## src/hdl/lcal_pkg.sv

```systemverilog
// ----------------------------------------------------------------------------
// lcal_pkg
// Shared types, constants and address helpers for the common ancestor core.
// ----------------------------------------------------------------------------
package lcal_pkg;

    localparam int MAX_NODES = 4096;
    localparam int LEVELS    = 12;
    localparam int NODE_W    = 13;
    localparam int IDX_W     = $clog2(MAX_NODES);
    localparam int LVL_W     = (LEVELS > 1) ? $clog2(LEVELS) : 1;
    localparam int ANC_DEPTH = LEVELS * MAX_NODES;
    localparam int ANC_AW    = $clog2(ANC_DEPTH);
    localparam int DEP_W     = LEVELS;

    typedef enum logic [1:0] {
        OP_LOAD  = 2'd0,
        OP_BUILD = 2'd1,
        OP_QUERY = 2'd2,
        OP_NOP   = 2'd3
    } op_t;

    typedef enum logic [4:0] {
        S_IDLE,
        B_ROOT,
        B_FIX_RD,
        B_FIX_WR,
        B_LVL_RD1,
        B_LVL_RD2,
        B_LVL_WR,
        B_DEP_RD,
        B_DEP_UP,
        Q_DA,
        Q_DB,
        Q_SW,
        Q_LIFT,
        Q_LIFT_UP,
        Q_CMP,
        Q_RA,
        Q_RB,
        Q_RC,
        Q_FIN,
        Q_FIN2,
        Q_DONE
    } state_t;

    typedef struct packed {
        logic                  we;
        logic [ANC_AW-1:0]     waddr;
        logic [NODE_W-1:0]     wdata;
        logic [ANC_AW-1:0]     raddr;
    } anc_req_t;

    typedef struct packed {
        logic                  we;
        logic [IDX_W-1:0]      waddr;
        logic [DEP_W-1:0]      wdata;
        logic [IDX_W-1:0]      raddr;
    } dep_req_t;

    typedef struct packed {
        logic                  valid;
        logic [NODE_W-1:0]     ancestor;
        logic                  status;
    } res_t;

    function automatic logic [IDX_W-1:0] node_idx(logic [NODE_W-1:0] node);
        logic [NODE_W-1:0] m;
        m = node - NODE_W'(1);
        return m[IDX_W-1:0];
    endfunction

    function automatic logic [ANC_AW-1:0] anc_addr(logic [NODE_W-1:0] node,
                                                   logic [LVL_W-1:0] lvl);
        return (ANC_AW'(lvl) << IDX_W) | ANC_AW'(node_idx(node));
    endfunction

endpackage

```

## src/hdl/lcal_ctrl.sv

```systemverilog
// ----------------------------------------------------------------------------
// lcal_ctrl
// Sequencer for load, table build and lifting query over the two RAMs.
// ----------------------------------------------------------------------------
module lcal_ctrl (
    input  logic                        aclk,
    input  logic                        aresetn,
    input  logic [lcal_pkg::NODE_W-1:0] n,
    input  logic                        in_valid,
    output logic                        in_ready,
    input  lcal_pkg::op_t               op,
    input  logic [lcal_pkg::NODE_W-1:0] first_node,
    input  logic [lcal_pkg::NODE_W-1:0] second_node,
    output lcal_pkg::anc_req_t          anc_req,
    input  logic [lcal_pkg::NODE_W-1:0] anc_q,
    output lcal_pkg::dep_req_t          dep_req,
    input  logic [lcal_pkg::DEP_W-1:0]  dep_q,
    output lcal_pkg::res_t              res,
    input  logic                        out_free
);
    import lcal_pkg::*;

    localparam logic [LVL_W-1:0] K_TOP = LVL_W'(LEVELS - 1);

    state_t              state_reg, state_next;
    logic [NODE_W-1:0]   a_reg, a_next, b_reg, b_next, v_reg, v_next;
    logic [NODE_W-1:0]   ua_reg, ua_next, ans_reg, ans_next;
    logic [LVL_W-1:0]    k_reg, k_next;
    logic [DEP_W-1:0]    d_reg, d_next, diff_reg, diff_next, da_reg, da_next;
    logic                stat_reg, stat_next, zero_reg, zero_next;
    logic [NODE_W-1:0]   rdv, rd_node;
    logic [LVL_W-1:0]    rd_lvl;
    logic                accept, q_bad;

    assign rdv      = zero_reg ? '0 : anc_q;
    assign in_ready = (state_reg == S_IDLE);
    assign accept   = in_valid && in_ready;
    assign q_bad    = (first_node == '0) || (first_node > n) ||
                      (second_node == '0) || (second_node > n);

    always_comb begin
        state_next = state_reg;
        case (state_reg)
            S_IDLE: begin
                if (accept && op == OP_BUILD) begin
                    state_next = B_ROOT;
                end else if (accept && op == OP_QUERY) begin
                    state_next = q_bad ? Q_DONE : Q_DA;
                end
            end
            B_ROOT:    state_next = (n < NODE_W'(2)) ? B_LVL_RD1 : B_FIX_RD;
            B_FIX_RD:  state_next = B_FIX_WR;
            B_FIX_WR:  state_next = (v_reg == n) ? B_LVL_RD1 : B_FIX_RD;
            B_LVL_RD1: begin
                if (LEVELS == 1) begin
                    state_next = B_DEP_RD;
                end else begin
                    state_next = B_LVL_RD2;
                end
            end
            B_LVL_RD2: begin
                if (rdv != '0) begin
                    state_next = B_LVL_WR;
                end else if (v_reg == n && k_reg == K_TOP) begin
                    state_next = B_DEP_RD;
                end else begin
                    state_next = B_LVL_RD1;
                end
            end
            B_LVL_WR:  state_next = (v_reg == n && k_reg == K_TOP) ? B_DEP_RD : B_LVL_RD1;
            B_DEP_RD:  state_next = B_DEP_UP;
            B_DEP_UP:  state_next = (k_reg == '0 && v_reg == n) ? S_IDLE : B_DEP_RD;
            Q_DA:      state_next = Q_DB;
            Q_DB:      state_next = Q_SW;
            Q_SW:      state_next = Q_LIFT;
            Q_LIFT: begin
                if (diff_reg[k_reg]) begin
                    state_next = Q_LIFT_UP;
                end else if (k_reg == K_TOP) begin
                    state_next = Q_CMP;
                end
            end
            Q_LIFT_UP: state_next = (k_reg == K_TOP) ? Q_CMP : Q_LIFT;
            Q_CMP:     state_next = (a_reg == b_reg) ? Q_DONE : Q_RA;
            Q_RA:      state_next = Q_RB;
            Q_RB:      state_next = Q_RC;
            Q_RC:      state_next = (k_reg == '0) ? Q_FIN : Q_RA;
            Q_FIN:     state_next = Q_FIN2;
            Q_FIN2:    state_next = Q_DONE;
            Q_DONE:    state_next = out_free ? S_IDLE : Q_DONE;
            default:   state_next = S_IDLE;
        endcase
    end

    always_comb begin
        a_next = a_reg; b_next = b_reg; v_next = v_reg; ua_next = ua_reg;
        ans_next = ans_reg; k_next = k_reg; d_next = d_reg; diff_next = diff_reg;
        da_next = da_reg; stat_next = stat_reg;
        rd_node = a_reg; rd_lvl = k_reg;
        anc_req = '0;
        dep_req = '0;
        res = '0;
        case (state_reg)
            S_IDLE: begin
                if (accept && op == OP_LOAD && first_node >= NODE_W'(2) &&
                    first_node <= n) begin
                    anc_req.we    = 1'b1;
                    anc_req.waddr = anc_addr(first_node, '0);
                    anc_req.wdata = (second_node <= NODE_W'(MAX_NODES)) ? second_node : '0;
                end
                a_next    = first_node;
                b_next    = second_node;
                stat_next = q_bad;
                ans_next  = '0;
            end
            B_ROOT: begin
                anc_req.we    = 1'b1;
                anc_req.waddr = anc_addr(NODE_W'(1), '0);
                anc_req.wdata = '0;
                v_next = (n < NODE_W'(2)) ? NODE_W'(1) : NODE_W'(2);
                k_next = LVL_W'(1);
            end
            B_FIX_RD: begin
                rd_node = v_reg;
                rd_lvl  = '0;
            end
            B_FIX_WR: begin
                if (rdv > n) begin
                    anc_req.we    = 1'b1;
                    anc_req.waddr = anc_addr(v_reg, '0);
                end
                v_next = (v_reg == n) ? NODE_W'(1) : v_reg + NODE_W'(1);
            end
            B_LVL_RD1: begin
                rd_node = v_reg;
                rd_lvl  = k_reg - LVL_W'(1);
                if (LEVELS == 1) begin
                    a_next = NODE_W'(1);
                    d_next = '0;
                    k_next = K_TOP;
                end
            end
            B_LVL_RD2: begin
                rd_node = rdv;
                rd_lvl  = k_reg - LVL_W'(1);
                if (rdv == '0) begin
                    anc_req.we    = 1'b1;
                    anc_req.waddr = anc_addr(v_reg, k_reg);
                    if (v_reg == n) begin
                        v_next = NODE_W'(1);
                        a_next = NODE_W'(1);
                        d_next = '0;
                        k_next = (k_reg == K_TOP) ? K_TOP : k_reg + LVL_W'(1);
                    end else begin
                        v_next = v_reg + NODE_W'(1);
                    end
                end
            end
            B_LVL_WR: begin
                anc_req.we    = 1'b1;
                anc_req.waddr = anc_addr(v_reg, k_reg);
                anc_req.wdata = rdv;
                if (v_reg == n) begin
                    v_next = NODE_W'(1);
                    a_next = NODE_W'(1);
                    d_next = '0;
                    k_next = (k_reg == K_TOP) ? K_TOP : k_reg + LVL_W'(1);
                end else begin
                    v_next = v_reg + NODE_W'(1);
                end
            end
            B_DEP_RD: begin
                rd_node = a_reg;
                rd_lvl  = k_reg;
            end
            B_DEP_UP: begin
                d_next = d_reg;
                if (rdv != '0) begin
                    d_next = d_reg | (DEP_W'(1) << k_reg);
                    a_next = rdv;
                end
                if (k_reg == '0) begin
                    dep_req.we    = 1'b1;
                    dep_req.waddr = node_idx(v_reg);
                    dep_req.wdata = d_next;
                    v_next = v_reg + NODE_W'(1);
                    a_next = v_reg + NODE_W'(1);
                    d_next = '0;
                    k_next = K_TOP;
                end else begin
                    k_next = k_reg - LVL_W'(1);
                end
            end
            Q_DA: begin
                dep_req.raddr = node_idx(a_reg);
            end
            Q_DB: begin
                da_next       = dep_q;
                dep_req.raddr = node_idx(b_reg);
            end
            Q_SW: begin
                if (da_reg < dep_q) begin
                    a_next    = b_reg;
                    b_next    = a_reg;
                    diff_next = dep_q - da_reg;
                end else begin
                    diff_next = da_reg - dep_q;
                end
                k_next = '0;
            end
            Q_LIFT: begin
                rd_node = a_reg;
                rd_lvl  = k_reg;
                if (!diff_reg[k_reg] && k_reg != K_TOP) begin
                    k_next = k_reg + LVL_W'(1);
                end
            end
            Q_LIFT_UP: begin
                a_next = rdv;
                if (k_reg != K_TOP) begin
                    k_next = k_reg + LVL_W'(1);
                end
            end
            Q_CMP: begin
                ans_next = a_reg;
                k_next   = K_TOP;
            end
            Q_RA: begin
                rd_node = a_reg;
                rd_lvl  = k_reg;
            end
            Q_RB: begin
                ua_next = rdv;
                rd_node = b_reg;
                rd_lvl  = k_reg;
            end
            Q_RC: begin
                if (ua_reg != rdv) begin
                    a_next = ua_reg;
                    b_next = rdv;
                end
                if (k_reg != '0) begin
                    k_next = k_reg - LVL_W'(1);
                end
            end
            Q_FIN: begin
                rd_node = a_reg;
                rd_lvl  = '0;
            end
            Q_FIN2: begin
                ans_next = rdv;
            end
            Q_DONE: begin
                res.valid    = 1'b1;
                res.ancestor = ans_reg;
                res.status   = stat_reg;
            end
            default: begin
            end
        endcase
        anc_req.raddr = anc_addr(rd_node, rd_lvl);
        zero_next     = (rd_node == '0);
    end

    always_ff @(posedge aclk) begin
        if (!aresetn) begin
            state_reg <= S_IDLE;
        end else begin
            state_reg <= state_next;
        end
        a_reg    <= a_next;
        b_reg    <= b_next;
        v_reg    <= v_next;
        ua_reg   <= ua_next;
        ans_reg  <= ans_next;
        k_reg    <= k_next;
        d_reg    <= d_next;
        diff_reg <= diff_next;
        da_reg   <= da_next;
        stat_reg <= stat_next;
        zero_reg <= zero_next;
    end

    a_no_rw_clash: assert property (@(posedge aclk) disable iff (!aresetn)
        anc_req.we && state_reg == B_LVL_RD2 |-> anc_req.waddr != anc_req.raddr)
        else $error("ancestor write collides with read");
    a_dep_wr_build: assert property (@(posedge aclk) disable iff (!aresetn)
        dep_req.we |-> state_reg == B_DEP_UP && k_reg == '0)
        else $error("depth write outside build");
    a_res_hold: assert property (@(posedge aclk) disable iff (!aresetn)
        res.valid && !out_free |=> res.valid && $stable(res.ancestor))
        else $error("result dropped before taken");
    a_bad_zero: assert property (@(posedge aclk) disable iff (!aresetn)
        res.valid && res.status |-> res.ancestor == '0)
        else $error("error result with nonzero ancestor");

endmodule

```

## config.mk

```make
export PLATFORM = sky130hd
export DESIGN_NAME = lcal_ctrl
export DESIGN_NICKNAME = d
export VERILOG_FILES = /design/src/hdl/lcal_pkg.sv /design/src/hdl/lcal_ctrl.sv
export SDC_FILE = /design/constraint.sdc
export NUM_CORES = 1
export LEC_CHECK = 0
export ABC_AREA = 1
export BUFFER_PORTS_ARGS = -buffer_cell sky130_fd_sc_hd__buf_2
export CAP_MARGIN = 20
export CORE_ASPECT_RATIO = 1.5
export CORE_UTILIZATION = 54
export CTS_CLUSTER_DIAMETER = 40
export DETAILED_ROUTE_END_ITERATION = 8
export GPL_ROUTABILITY_DRIVEN = 1
export PLACE_DENSITY = 0.8
export SYNTH_ARGS = -nofsm -noshare
export SYNTH_HDL_FRONTEND = slang
export SYNTH_SLANG_ARGS = --single-unit
```

## constraint.sdc

```tcl
create_clock -name aclk -period 6.9 [get_ports aclk]
set_clock_uncertainty 0.05 [all_clocks]
set_input_delay 0.69 -clock aclk [delete_from_list [all_inputs] [get_ports aclk]]
set_output_delay 0.69 -clock aclk [all_outputs]
set_load 0.1 [all_outputs]
```

==> results of run 1 <==
Yosys cell counts, types with 13 or more instances:
master    number
ha_1          76
nand2_2       13
o221ai_1      17
nand4_1       31
o22ai_1       25
o21ai_1       18
nor2_1       237
a21oi_1       53
o21ai_0       70
xor2_1        45
inv_1        236
nor3_1        24
nand3_1       62
nand2_1      390
xnor2_1       20
clkbuf_1      19
edfxtp_1     106
kinds of logic (layout without fill, tap and decap cells):
kind of cell / after synthesis / in the layout / synth area share, %
AOI/OAI and AO/OA: 232 / 232 / 12.96
xor gates and xnor gates: 65 / 65 / 5.252
adders and majority gates: 78 / 78 / 9.141
buffers and inverters: 290 / 436 / 10.64
DFF: 112 / 112 / 30.47
muxes: 1 / 1 / 0.09234
and+or+nand+nor: 800 / 800 / 31.44
critical path: cells and delay by family (launching register included):
kind	cells	cell delay, ns
flip-flops	1	0.66
adder cells (fa/ha/maj)	1	0.37
buffers and inverters	5	1.75
AND/OR/NAND/NOR	3	0.66
per-layer routing:
layer  GRT usage (%)  up-vias
met3           6.201      242
met5               0        -
li1                -     5439
met4           39.37        0
met1           39.09     5374
met2           67.82      688
through the flow:
step	utilization [%]	power [W]	area [sq um]	setup WS, ns
5_1_grt	61.40	0.005554	12100	2.113
6_report	61.40	0.005309	12100	2.332
2_1_floorplan	-	0.003918	10840	2.117
3_5_place_dp	60.02	0.004719	11830	2.800
3_3_place_gp	60.02	0.004695	11830	2.914
4_1_cts	61.40	0.005223	12100	2.474
cell type report:
class / instances / area share [%]
Multi-Input combinational cell: 1176 / 52.80
Sequential cell: 112 / 27.30
Inverter: 248 / 7.704
Timing Repair Buffer: 173 / 7.260
Tap cell: 260 / 2.689
Clock buffer: 10 / 1.892
Clock inverter: 5 / 0.3516
final timing paths:
kind                                  end  slack [ns]  cells after the start
setup / recovery              dep_req[34]        2.33                      9
hold / removal       da_reg[11]$_DFFE_PN_        0.47                      1
setup reg to reg      a_reg[12]$_DFFE_PP_        2.72                      8
hold reg to reg   d_reg[10]$_SDFFCE_PN0P_        0.51                      2
layout by cell type, fill, tap and decap left out, drive strengths merged, types with 6 or more instances in the layout:
| master | synthesis | final |
|---|---|---|
| nand2 | 405 | 405 |
| nor2 | 252 | 252 |
| inv | 244 | 246 |
| buf | 22 | 173 |
| edfxtp | 106 | 106 |
| o21ai | 95 | 95 |
| ha | 76 | 76 |
| nand3 | 69 | 69 |
| a21oi | 54 | 54 |
| xor2 | 45 | 45 |
| nand4 | 31 | 31 |
| nor3 | 27 | 27 |
| o22ai | 25 | 25 |
| xnor2 | 20 | 20 |
| o221ai | 17 | 17 |
| a31oi | 11 | 11 |
| clkbuf | 20 | 10 |
| clkinv | 4 | 7 |
| dfxtp | 6 | 6 |
| or2 | 6 | 6 |
power by group through the flow:
stage               Clock (W)  Sequential, W  Combinational (W)
finish               0.000510        0.00130            0.00350
global placement            0        0.00129            0.00341
global route         0.000529        0.00131            0.00372
detailed placement          0        0.00129            0.00343
CTS                  0.000507        0.00127            0.00344
floorplan                   0        0.00118            0.00274
==> run_results.csv, run 1 <==
group,metric,value,unit
status,status,"finished clean",
layout,areaGrowthSynthToFinish,11.61,%
grt,grt_usage,39.10,%
sta,slew_headroom,29.68,%
grt,grt_antenna_before_repair,0,
setup_path,cp.required,6.16,ns
detailed_routing,first_pass_iters,6,
grt,grt_pass1_vias,11180,
power,p_int,0.002019,W
floorplanning,top_level_ports,169,
detailed_routing,antenna_left,0,
setup_path,critical_path.max_stage_delay,0.66,ns
clock_network,cts_num_sinks,112,
hold_path,hold_path_class,"in2reg",
synth,netlist_area,0.01084,sq mm
floorplanning,core_region_area,0.01971,sq mm
sta,post-route-period-util,66.20,%
detailed_routing,via_count,11740,
layout,fillCellCount,1898,
synth,synth_fp_nets,1726,
power,power.switching,0.003290,W
layout,ff_latch_area,0.003303,sq mm
grt,grt_max_degree,31,
layout,multiInputGateArea,0.006389,sq mm
floorplanning,die-area,0.02066,sq mm
sta,drv_slew,0,
clock_network,cts_setup_buffers,0,
sta,fin_crit,4.568,ns
sta,whs,0.4723,ns
clock_network,cts_buffer_depth,2,
sta,finalSetupTns,0,ns
layout,nets,1868,
floorplanning,start_util,55.01,%
synth,synth_top_cell_by_area,"edfxtp_1",
synth,synth_ff_type,"edfxtp_1",
grt,grt_pass1_wl,60.85,mm
setup_path,slowest_stage,"edfxtp_1",
detailed_routing,route.layer.met1.wl,13.41,mm
floorplanning,row_count,63,
synth,synth-edff-count,106,
clock_network,clkLatencyLatePin,0.37,ns
detailed_routing,wire_per_inst,20.42,um
clock_network,clk_pin_slew,0.07,ns
synth,synth_top_area_share,29.36,%
hold_path,min_from,"dep_q[11]",
synth,synth.distinct_cells,56,
layout,diodes,0,
clock_network,cts_tree,"yes",
setup_path,startpoint,"k_reg[0]$_DFFE_PP_",
power,swShare,61.97,%
detailed_routing,drc,0,
setup_path,critical_path.endpoint_type,"output pin",
synth,yosys_warnings,0,
detailed_routing,top_layer,"met4",
synth,async_flop_share,0,%
layout,drive_above_1_share,14.44,%
synth,yosys-top-cells-area,"edfxtp_1 (29%), nand2_1 (14%), ha_1 (8.8%)",
sta,worst_pin_slew,1.053,ns
detailed_routing,vias_per_cell,5.919,
power,ir_drop,0.4598,mV
sta,max_freq,218.9,MHz
place,dp.cells,1969,
job,cap_viol_max_count,0,
synth,yosysSeqAreaShare,30.47,%
setup_path,cp_max_fo,30,
synth,ys_ff_latch,112,
clock_network,h-tree-depth,3,
place,post-dp-hpwl,31.89,mm
place,portBuffers,168,
power,total_leakage_power,6.216,nW
layout,final_cells,1984,
sta,finalHoldViolations,0,
sta,setup_violations,0,
clock_network,cts-buffers-inserted,9,
floorplanning,fp.dieW,117.7,um
setup_path,start_kind,"flop",
grt,overflow,0,
detailed_routing,drt-initial-drc-count,1194,
detailed_routing,finalWirelength,40.52,mm
setup_path,worstSetupPathType,"reg2out",
clock_network,clockRootBuffer,"clkbuf_16",
setup_path,rr_startpoint,"state_reg[0]$_SDFFE_PN0P_",
synth,syn_avg_cell_area,6.870,sq um
synth,syn_inst,1578,
place,place_congestion,1.082,
clock_network,ctsResizeCount,0,
detailed_routing,met3_length,3.047,mm
power,power_frac_clock,9.6,%
floorplanning,die_h,175.5,um
detailed_routing,wl_met2,19.64,mm
setup_path,cp_cell_sequence,"clkinv_1 > ha_1 > nand2_1 > inv_1 > nand2_1 > buf_4 > clkinv_1 > and2_1 > buf_2",
power,combPwrFrac,66.0,%
setup_path,worst_ep_arrival_time,3.83,ns
clock_network,hold_buffers,0,
power,pwr-share-seq,24.4,%
power,power_density,438.8,mW/mm^2
sta,rsz0062_at_grt,"false",
Note: power is estimated with default switching activity, not from simulation.
==> run 2: changes to the inputs <==
==> constraint.sdc (replaced) <==
create_clock -name aclk -period 4.73 [get_ports aclk]
set_clock_uncertainty 0.05 [all_clocks]
set_input_delay 0.473 -clock aclk [delete_from_list [all_inputs] [get_ports aclk]]
set_output_delay 0.473 -clock aclk [all_outputs]
set_load 0.1 [all_outputs]
==> run 2 against run 1 <==
Compared with the run above:
- sequential power rose by 47%
- design area rose by 1.1%
- combinational power rose by 49%
- die area did not move
- critical path depth rose by 3
- hold slack got worse by 0.23 ns
- first-iteration DRC count fell by 10%
- global-route usage rose by 3.3 points
- clock-buffer cell count fell by 1
- power rose by 49%
- sequential cell count did not move
- sequential share of layout area fell by 0.28 points
==> run_results.csv, run 2 (same netlist as run 1, synthesis figures left out) <==
group,metric,value,unit
status,status,"finished clean",
hold_path,hold-path-cell-count,1,
detailed_routing,first_pass_iters,9,
clock_network,cts_num_sinks,112,
setup_path,timing.rr.end,"v_reg[1]$_DFFE_PP_",
setup_path,rr_worst_depth,9,
clock_network,cts_tree,"yes",
power,total_leakage_power,6.282,nW
grt,grt_pass1_wl,65.22,mm
place,post-dp-hpwl,34.85,mm
detailed_routing,vias_per_cell,5.838,
power,swShare,62.55,%
sta,whs,0.2407,ns
clock_network,clkLatencyLatePin,0.37,ns
power,combPwrFrac,65.7,%
grt,grt_usage,42.36,%
clock_network,hold_buffers,0,
hold_path,hold_path_end,"da_reg[11]$_DFFE_PN_",
power,pwr-share-seq,24.1,%
detailed_routing,drc,0,
layout,areaGrowthSynthToFinish,12.79,%
layout,final_cell_mix,"nand2_1 (390), nor2_1 (237), inv_1 (236)",
sta,slew_headroom,32.55,%
place,place_congestion,1.068,
power,power_density,648.6,mW/mm^2
clock_network,cts_buffer_depth,2,
detailed_routing,wire_per_inst,21.89,um
sta,setup_violations,0,
clock_network,cts_setup_buffers,0,
detailed_routing,finalWirelength,43.71,mm
hold_path,hold_path_class,"in2reg",
layout,nets,1879,
sta,post-route-period-util,91.04,%
floorplanning,die-area,0.02066,sq mm
grt,grt_pass1_vias,11290,
clock_network,ctsResizeCount,0,
power,ir_drop,0.6289,mV
floorplanning,top_level_ports,169,
setup_path,worst_ep_arrival_time,3.78,ns
place,portBuffers,168,
job,cap_viol_max_count,0,
clock_network,clk_pin_slew,0.09,ns
power,p_int,0.002970,W
grt,grt_max_degree,30,
setup_path,start_kind,"flop",
sta,worst_pin_slew,1.012,ns
setup_path,cp.required,4.21,ns
setup_path,r2r_setup_slack,1.53,ns
detailed_routing,via_count,11660,
clock_network,clockRootBuffer,"clkbuf_16",
floorplanning,die_h,175.5,um
sta,finalSetupTns,0,ns
sta,finalHoldViolations,0,
floorplanning,core_region_area,0.01971,sq mm
detailed_routing,antenna_left,0,
sta,rsz0062_at_grt,"false",
hold_path,min_from,"dep_q[11]",
setup_path,worstSetupPathType,"reg2out",
setup_path,critical_path.endpoint_type,"output pin",
floorplanning,row_count,63,
power,power_frac_clock,10.3,%
clock_network,cts-buffers-inserted,9,
layout,drive_above_1_share,15.15,%
layout,layout_commonest_cell,"nand2_1",
sta,drv_slew,0,
grt,grt_antenna_before_repair,2,
clock_network,h-tree-depth,3,
detailed_routing,drt-initial-drc-count,1071,
grt,overflow,0,
sta,fin_crit,4.306,ns
floorplanning,fp.dieW,117.7,um
sta,max_freq,232.2,MHz
floorplanning,start_util,55.01,%
power,power.switching,0.004961,W
setup_path,cp_max_fo,12,
setup_path,rr_startpoint,"state_reg[3]$_SDFFE_PN0P_",
==> run 2: metal layers <==
layer / vias to the layer above / track usage (%) / share of wire (%)
li1: 5470 / - / -
met1: 5362 / 41.44 / 33
met2: 609 / 76.57 / 50
met3: 217 / 7.240 / 6.8
met4: 0 / 37.39 / 9.9
met5: - / 0 / 0
==> run 2: through the flow <==
stage / total power, W / instance area (sq um) / worst slack, ns / util (%) / cells
after detailed placement: 0.007002 / 11910 / 0.8795 / 60.46 / 1980
after global placement: 0.006952 / 11910 / 0.9358 / 60.46 / 1980
after global routing: 0.008282 / 12230 / 0.2295 / 62.04 / 1997
after floorplan: 0.005673 / 10840 / 0.2515 / - / 1578
after CTS: 0.007808 / 12220 / 0.5164 / 62.03 / 1996
final: 0.007931 / 12230 / 0.4239 / 62.04 / 1997
==> run 2: worst max path at each step <==
stage                         startpoint     endpoint  slack [ns]
2_1_floorplan  state_reg[4]$_SDFFE_PN0P_  anc_req[32]        0.25
3_3_place_gp   state_reg[4]$_SDFFE_PN0P_  anc_req[21]        0.94
3_5_place_dp                       n[12]  anc_req[19]        0.88
4_1_cts        state_reg[4]$_SDFFE_PN0P_  anc_req[19]        0.52
5_1_grt        state_reg[4]$_SDFFE_PN0P_  anc_req[16]        0.23
6_report       state_reg[4]$_SDFFE_PN0P_  anc_req[19]        0.42
==> run 2: power groups by stage <==
stage	combinational [W]	clock (W)	sequential [W]
global route	0.00552	0.000838	0.00192
finish	0.00521	0.000813	0.00191
floorplan	0.00396	0	0.00171
CTS	0.00512	0.000811	0.00188
detailed placement	0.00510	0	0.00190
global placement	0.00505	0	0.00190
==> run 2: critical path: stages (launching register included) <==
cell and delay [ns]:
dfxtp_1 0.40, inv_1 0.25, nand3_2 0.21, inv_2 0.18, nand3_1 0.10, nor2_1 0.38
o21ai_0 0.16, inv_1 0.10, nand2_1 0.30, nor3_2 0.61, nand2_1 0.12, o21ai_0 0.12
buf_2 0.48
==> run 2: final cells by class <==
cell class	instances	area [sq um]
timing repair buffer	184	960.9
clock inverter	7	85.08
sequential	112	3303
tap	260	325.3
clock buffer	9	225.2
inverter	248	932.1
antenna	1	2.502
fill	1898	7480
multi-input combinational	1176	6392
